File: src/design/sha256_pkg.sv
// sha256_pkg: types, constants and helper functions for the byte stream sha-256 hasher
// no dependencies
package sha256_pkg;

  typedef enum logic [2:0] {
    ST_IDLE,
    ST_PAD,
    ST_LOAD,
    ST_ROUND,
    ST_FOLD,
    ST_EMIT
  } state_t;

  localparam logic [7:0] PAD_BYTE = 8'h80;
  localparam logic [5:0] LEN_POS  = 6'd56;

  typedef logic [31:0] word_t;

  function automatic word_t init_h(input logic [2:0] i);
    case (i)
      3'd0: init_h = 32'h6a09e667;
      3'd1: init_h = 32'hbb67ae85;
      3'd2: init_h = 32'h3c6ef372;
      3'd3: init_h = 32'ha54ff53a;
      3'd4: init_h = 32'h510e527f;
      3'd5: init_h = 32'h9b05688c;
      3'd6: init_h = 32'h1f83d9ab;
      default: init_h = 32'h5be0cd19;
    endcase
  endfunction

  localparam word_t ROUND_K [64] = '{
    32'h428a2f98, 32'h71374491, 32'hb5c0fbcf, 32'he9b5dba5,
    32'h3956c25b, 32'h59f111f1, 32'h923f82a4, 32'hab1c5ed5,
    32'hd807aa98, 32'h12835b01, 32'h243185be, 32'h550c7dc3,
    32'h72be5d74, 32'h80deb1fe, 32'h9bdc06a7, 32'hc19bf174,
    32'he49b69c1, 32'hefbe4786, 32'h0fc19dc6, 32'h240ca1cc,
    32'h2de92c6f, 32'h4a7484aa, 32'h5cb0a9dc, 32'h76f988da,
    32'h983e5152, 32'ha831c66d, 32'hb00327c8, 32'hbf597fc7,
    32'hc6e00bf3, 32'hd5a79147, 32'h06ca6351, 32'h14292967,
    32'h27b70a85, 32'h2e1b2138, 32'h4d2c6dfc, 32'h53380d13,
    32'h650a7354, 32'h766a0abb, 32'h81c2c92e, 32'h92722c85,
    32'ha2bfe8a1, 32'ha81a664b, 32'hc24b8b70, 32'hc76c51a3,
    32'hd192e819, 32'hd6990624, 32'hf40e3585, 32'h106aa070,
    32'h19a4c116, 32'h1e376c08, 32'h2748774c, 32'h34b0bcb5,
    32'h391c0cb3, 32'h4ed8aa4a, 32'h5b9cca4f, 32'h682e6ff3,
    32'h748f82ee, 32'h78a5636f, 32'h84c87814, 32'h8cc70208,
    32'h90befffa, 32'ha4506ceb, 32'hbef9a3f7, 32'hc67178f2
  };

  function automatic word_t rotr(input word_t x, input int n);
    rotr = (x >> n) | (x << (32 - n));
  endfunction

endpackage

File: src/design/sha256_byte_stream_hasher_top.sv
// sha256_byte_stream_hasher_top: byte fed sha-256 with padding and digest readout
// depends on sha256_pkg
//
// A byte transaction that does not complete a 64-byte block leaves the hasher
// idle, and the next transaction can follow at once. A byte that completes a block
// holds the input off while the block is compressed: the working registers are
// loaded, 64 compression rounds run at one per cycle on a single shared round
// unit, and the chaining add follows. Message bytes are packed directly into the
// 16-word schedule window, so there is no separate block buffer. A finish
// transaction runs the padding bytes one per cycle through the same path,
// with one or two compressions. It then presents the eight digest words most
// significant first, each held while out_stall is high. The next transaction
// is taken once the last word goes.
module sha256_byte_stream_hasher_top import sha256_pkg::*; (
  input  logic        clk,
  input  logic        rst,
  input  logic        in_valid,
  output logic        in_stall,
  input  logic [7:0]  data_byte,
  input  logic        byte_present,
  input  logic        finish,
  output logic        out_valid,
  input  logic        out_stall,
  output logic [31:0] digest_word,
  output logic [2:0]  word_index,
  output logic        last_word
);

  state_t state, state_next;

  word_t       chain [8];
  word_t       v [8];
  word_t       w [16];
  logic [63:0] bit_total;
  logic [63:0] len_latch;
  logic        msg_end;
  logic        fin_pending;
  logic        len_phase;
  logic [6:0]  cnt;
  logic [2:0]  oidx;

  logic [5:0]  pos;
  logic        in_acc;
  logic        pad_step;
  logic [7:0]  pad_byte_val;
  logic        wr_en;
  logic [7:0]  wr_byte;
  logic        block_full;
  word_t       ws_new, wk, t1, t2;

  assign pos = bit_total[8:3];
  assign in_stall = (state != ST_IDLE);
  assign in_acc = in_valid && (state == ST_IDLE);
  assign pad_step = (state == ST_PAD);

  // padding byte for current position
  always_comb begin
    if (!fin_pending) begin
      pad_byte_val = PAD_BYTE;
    end else if (len_phase || pos == LEN_POS) begin
      pad_byte_val = len_latch[{~pos[2:0], 3'b000} +: 8];
    end else begin
      pad_byte_val = 8'h00;
    end
  end

  // byte write into the schedule window
  always_comb begin
    wr_en = 1'b0;
    wr_byte = data_byte;
    if (in_acc && byte_present) begin
      wr_en = 1'b1;
    end else if (pad_step) begin
      wr_en = 1'b1;
      wr_byte = pad_byte_val;
    end
  end
  assign block_full = wr_en && (pos == 6'd63);

  // message schedule and round unit
  always_comb begin
    ws_new = (rotr(w[14], 17) ^ rotr(w[14], 19) ^ (w[14] >> 10)) + w[9]
           + (rotr(w[1], 7) ^ rotr(w[1], 18) ^ (w[1] >> 3)) + w[0];
    wk = (cnt < 7'd16) ? w[cnt[3:0]] : ws_new;
    t1 = v[7] + (rotr(v[4], 6) ^ rotr(v[4], 11) ^ rotr(v[4], 25))
       + ((v[4] & v[5]) ^ (~v[4] & v[6])) + ROUND_K[cnt[5:0]] + wk;
    t2 = (rotr(v[0], 2) ^ rotr(v[0], 13) ^ rotr(v[0], 22))
       + ((v[0] & v[1]) ^ (v[0] & v[2]) ^ (v[1] & v[2]));
  end

  // next state
  always_comb begin
    state_next = state;
    case (state)
      ST_IDLE: begin
        if (in_acc) begin
          if (block_full) state_next = ST_LOAD;
          else if (finish) state_next = ST_PAD;
        end
      end
      ST_PAD: begin
        if (block_full) state_next = ST_LOAD;
      end
      ST_LOAD: state_next = ST_ROUND;
      ST_ROUND: if (cnt == 7'd63) state_next = ST_FOLD;
      ST_FOLD: begin
        if (!msg_end) state_next = ST_IDLE;
        else if (len_phase) state_next = ST_EMIT;
        else state_next = ST_PAD;
      end
      ST_EMIT: if (!out_stall && oidx == 3'd7) state_next = ST_IDLE;
      default: state_next = ST_IDLE;
    endcase
  end

  // outputs
  always_comb begin
    out_valid = (state == ST_EMIT);
    digest_word = chain[oidx];
    word_index = oidx;
    last_word = (oidx == 3'd7);
  end

  // datapath registers
  always_ff @(posedge clk) begin
    if (wr_en) w[pos[5:2]][{~pos[1:0], 3'b000} +: 8] <= wr_byte;
    if (rst) begin
      state <= ST_IDLE;
      bit_total <= 64'd0;
      msg_end <= 1'b0;
      fin_pending <= 1'b0;
      len_phase <= 1'b0;
      cnt <= '0;
      oidx <= '0;
      for (int i = 0; i < 8; i++) chain[i] <= init_h(3'(i));
    end else begin
      state <= state_next;
      if (wr_en) bit_total <= bit_total + 64'd8;
      if (in_acc && finish) begin
        msg_end <= 1'b1;
        len_latch <= byte_present ? bit_total + 64'd8 : bit_total;
      end
      if (pad_step) begin
        fin_pending <= 1'b1;
        if (fin_pending && pos == LEN_POS) len_phase <= 1'b1;
      end
      case (state)
        ST_LOAD: begin
          for (int i = 0; i < 8; i++) v[i] <= chain[i];
        end
        ST_ROUND: begin
          if (cnt >= 7'd16) begin
            for (int i = 0; i < 15; i++) w[i] <= w[i + 1];
            w[15] <= ws_new;
          end else if (cnt == 7'd15) begin
            // no shift yet; window aligned at round 16
          end
          v[7] <= v[6]; v[6] <= v[5]; v[5] <= v[4]; v[4] <= v[3] + t1;
          v[3] <= v[2]; v[2] <= v[1]; v[1] <= v[0]; v[0] <= t1 + t2;
          cnt <= (cnt == 7'd63) ? 7'd0 : cnt + 7'd1;
        end
        ST_FOLD: begin
          for (int i = 0; i < 8; i++) chain[i] <= chain[i] + v[i];
        end
        ST_EMIT: begin
          if (!out_stall) begin
            oidx <= oidx + 3'd1;
            if (oidx == 3'd7) begin
              for (int i = 0; i < 8; i++) chain[i] <= init_h(3'(i));
              bit_total <= 64'd0;
              msg_end <= 1'b0;
              fin_pending <= 1'b0;
              len_phase <= 1'b0;
            end
          end
        end
        default: ;
      endcase
    end
  end

endmodule
File: config.mk
export PLATFORM = sky130hd
export DESIGN_NAME = sha256_byte_stream_hasher_top
export DESIGN_NICKNAME = d
export VERILOG_FILES = /design/src/design/sha256_pkg.sv /design/src/design/sha256_byte_stream_hasher_top.sv
export SDC_FILE = /design/constraint.sdc
export NUM_CORES = 2
export LEC_CHECK = 0
export ABC_AREA = 0
export CAP_MARGIN = 20
export CORE_AREA = 5 5 642 326
export DETAILED_ROUTE_END_ITERATION = 12
export DIE_AREA = 0 0 647 331
export DONT_BUFFER_PORTS = 1
export GPL_TIMING_DRIVEN = 1
export PLACE_DENSITY_LB_ADDON = 0.05
export SYNTH_ARGS = -nofsm -noshare
export SYNTH_HDL_FRONTEND = slang
export SYNTH_SLANG_ARGS = --single-unit
export TNS_END_PERCENT = 20
File: constraint.sdc
create_clock -name clk -period 36.3 [get_ports clk]
set_clock_uncertainty 0.1 [all_clocks]
set_input_delay 1.815 -clock clk [delete_from_list [all_inputs] [get_ports clk]]
set_output_delay 1.815 -clock clk [all_outputs]
set_load 0.02 [all_outputs]
==> impl_metrics.py <==
metrics = {
    "outcome": {
        "status": "finished clean",
    },
    "power": {
        "ir_drop_v": 0.000117,
        "power_density_nw_per_um2": 72.4,
        "power.total_w": 0.00639,
        "p_leak_nw": 36.6,
    },
    "logic_synthesis": {
        "synth-edff-count": 957,
        "yosys.area.top_type": "edfxtp_1",
        "synthFlopType": "edfxtp_1",
        "postSynthRegisterBits": 1169,
        "synth_top_area_share_pct": 35.6,
        "syn_inst": 7847,
        "yosys-top-cells-area": "edfxtp_1 (36%), a21o_1 (6.8%), mux4_2 (6.8%)",
        "synth_common_cells": "nand2_1 (1093), edfxtp_1 (957), a21o_1 (732), a21oi_1 (440), o21ai_0 (435)",
        "syn_area_um2": 80800,
        "yosysUniqueCellTypes": 98,
        "ys_seq_area_share_pct": 40.8,
        "synthesis.nets": 8464,
        "yosysMostFrequentCell": "nand2_1",
        "yosysWarnings": 0,
        "avgSynthCellArea_um2": 10.3,
        "async_flop_share_pct": 0,
    },
    "sta": {
        "min_period_ps": 11850,
        "worstMarginPinSlew_ps": 1200,
        "setup_violations": 0,
        "fmax_mhz": 84.4,
        "hold-worst-slack_ps": 384,
        "slew_headroom_pct": 19.5,
        "final_hold_viol_count": 0,
        "drv_slew": 0,
        "rsz0062_at_grt": "no",
        "fin_tns_setup_ps": 0,
        "finalCritPeriodShare_pct": 32.7,
    },
    "route": {
        "vias_per_cell": 5.76,
        "first_iter_violations": 5877,
        "postRouteAntennaNets": 0,
        "drt_first_pass_iters": 8,
        "wire_per_inst_um": 27.1,
        "post-route-drc-count": 0,
        "vias": 60761,
        "wl_mm": 286,
    },
    "die": {
        "std_cell_rows": 117,
        "initial_core_util_pct": 39.9,
        "ios": 52,
        "core_area_um2": 203000,
        "die_height_um": 331,
        "die_x_um": 647,
        "dieArea_um2": 214000,
    },
    "grt": {
        "track_usage_pct": 26.1,
        "grt_pass1_vias": 57944,
        "grt_pass1_wl_mm": 414,
        "grt_remaining_overflow": 0,
        "antenna_found_initial": 8,
        "grt_max_degree": 105,
    },
    "cts": {
        "clk_pin_slew_worst_paths_ps": 70,
        "hold_buffers": 0,
        "cts_resized": 0,
        "root_buffer": "clkbuf_16",
        "clkLatencyLatePin_ps": 810,
        "cts_tree": "done",
        "clockBufferDepth": 3,
        "cts.htree.levels": 3,
        "cts_setup_buffers": 0,
        "cts-buffers-inserted": 121,
        "clock_sinks": 1169,
    },
    "critical_path": {
        "required_ps": 36710,
        "critPathLaunchType": "flop",
        "end_kind": "flop",
        "worst-setup-path-type": "reg -> reg",
        "r2r_slack_ps": 24450,
        "worstPathMaxFanout": 6,
        "worstPathArrival_ps": 12260,
        "rr_endpoint": "v[0][31]$_DFFE_PP_",
        "timing.rr.start": "w[14][18]$_DFFE_PP_",
        "cp_slowest_cell": "o21ai_0",
        "r2r_cells": 42,
        "slowest_delay_ps": 720,
    },
    "place": {
        "dp_hpwl_mm": 212,
        "portBuffers": 0,
        "routabilityCongestion": 0.944,
    },
    "min_path": {
        "whs_path_depth": 2,
        "hold_start": "msg_end$_SDFF_PP0_",
        "min_path_type": "reg -> reg",
        "holdPathEnd": "msg_end$_SDFF_PP0_",
    },
    "layout": {
        "fin_nets": 8328,
        "postLayoutCoreUtil_pct": 43.6,
        "syn2layout_area_growth_pct": 9.18,
        "drive_above_1_share_pct": 9.95,
    },
    "run": {
        "cap_violations": 0,
    },
}
## registers in the layout, summed over array words and instances (netlist names), named ones only
register / cells
w: 512
len_phase: 1
word_index: 3
v: 256
chain: 256
msg_end: 1
bit_total: 61
cnt: 7
len_latch: 61
state: 3
fin_pending: 1
## worst max path at each step
stage | startpoint | end | slack (ps) | depth (start not counted)
after floorplan | rst | v[0][0]$_DFFE_PP_ | 15800 | 2
after global placement | w[1][19]$_DFFE_PP_ | v[0][31]$_DFFE_PP_ | 24810 | 42
after CTS | w[1][19]$_DFFE_PP_ | v[0][31]$_DFFE_PP_ | 24640 | 42
final | w[14][18]$_DFFE_PP_ | v[0][31]$_DFFE_PP_ | 24450 | 42
after global routing | w[1][19]$_DFFE_PP_ | v[0][31]$_DFFE_PP_ | 23790 | 42
after detailed placement | w[1][19]$_DFFE_PP_ | v[0][31]$_DFFE_PP_ | 24650 | 42
## layout make-up
type | count | area (um2)
timing repair buffer | 190 | 1460
sequential | 1169 | 33000
inverter | 432 | 1620
clock inverter | 76 | 840
multi-input combinational | 5797 | 44600
clock buffer | 155 | 3310
antenna | 1 | 2.50
tap | 2737 | 3420
fill | 19563 | 114000
## per-layer routing
| metal | vias to the layer above | wire length [um] | GRT usage [%] |
|---|---|---|---|
| met4 | 8 | 7340 | 6.09 |
| met2 | 1865 | 124000 | 39.4 |
| met1 | 30509 | 138000 | 39.8 |
| met5 | - | 56 | 0 |
| met3 | 319 | 16800 | 3.40 |
| li1 | 28060 | - | - |
## metrics by stage
| step | setup WS, ps | std cells | area (um2) |
|---|---|---|---|
| global route | 23790 | 10556 | 88200 |
| floorplan | 15800 | 7847 | 80800 |
| detailed placement | 24650 | 10317 | 84000 |
| CTS | 24640 | 10548 | 88200 |
| global placement | 24810 | 10312 | 84000 |
| finish | 24450 | 10557 | 88200 |
## cell families after synthesis
| group | count (synthesis) | synth area share [%] |
|---|---|---|
| AOI/OAI and AO/OA | 2088 | 17.0 |
| adders and majority gates | 608 | 11.2 |
| xor gates and xnor gates | 674 | 7.30 |
| DFF | 1169 | 40.8 |
| buffers and inverters | 881 | 4.15 |
| and+or+nand+nor | 2083 | 11.4 |
| muxes | 344 | 8.14 |
## power by group
| part | switching [W] | leakage, nW | internal [W] | total, W |
|---|---|---|---|---|
| logic | 0.00210 | 24.7 | 0.00138 | 0.00347 |
| registers | 0.0000388 | 9.95 | 0.00153 | 0.00157 |
| clock network | 0.000613 | 2.02 | 0.000735 | 0.00135 |
## cells in the final DEF, fill, tap and decap left out, types with 144 or more instances in the layout
cell,Yosys,final
xor2_1,256,256
nand3_1,144,144
dfxtp_1,212,201
fa_1,196,196
edfxtp_1,957,957
nand2_1,1093,1090
a21oi_1,440,438
inv_1,429,427
a21o_1,732,731
xnor2_1,418,418
nor2_1,376,372
mux4_2,244,244
buf_4,4,184
ha_1,407,407
o21ai_0,435,427
## worst max-delay path: cells and delay by family (launching register included)
kind | cells | cell delay (ps)
buffers and inverters | 7 | 520
and+or+nand+nor | 5 | 940
adders and majority gates | 10 | 4240
AOI/OAI and AO/OA | 14 | 3900
xor gates and xnor gates | 6 | 1330
DFF | 1 | 520
No activity file was read; power rests on OpenSTA's default activity.
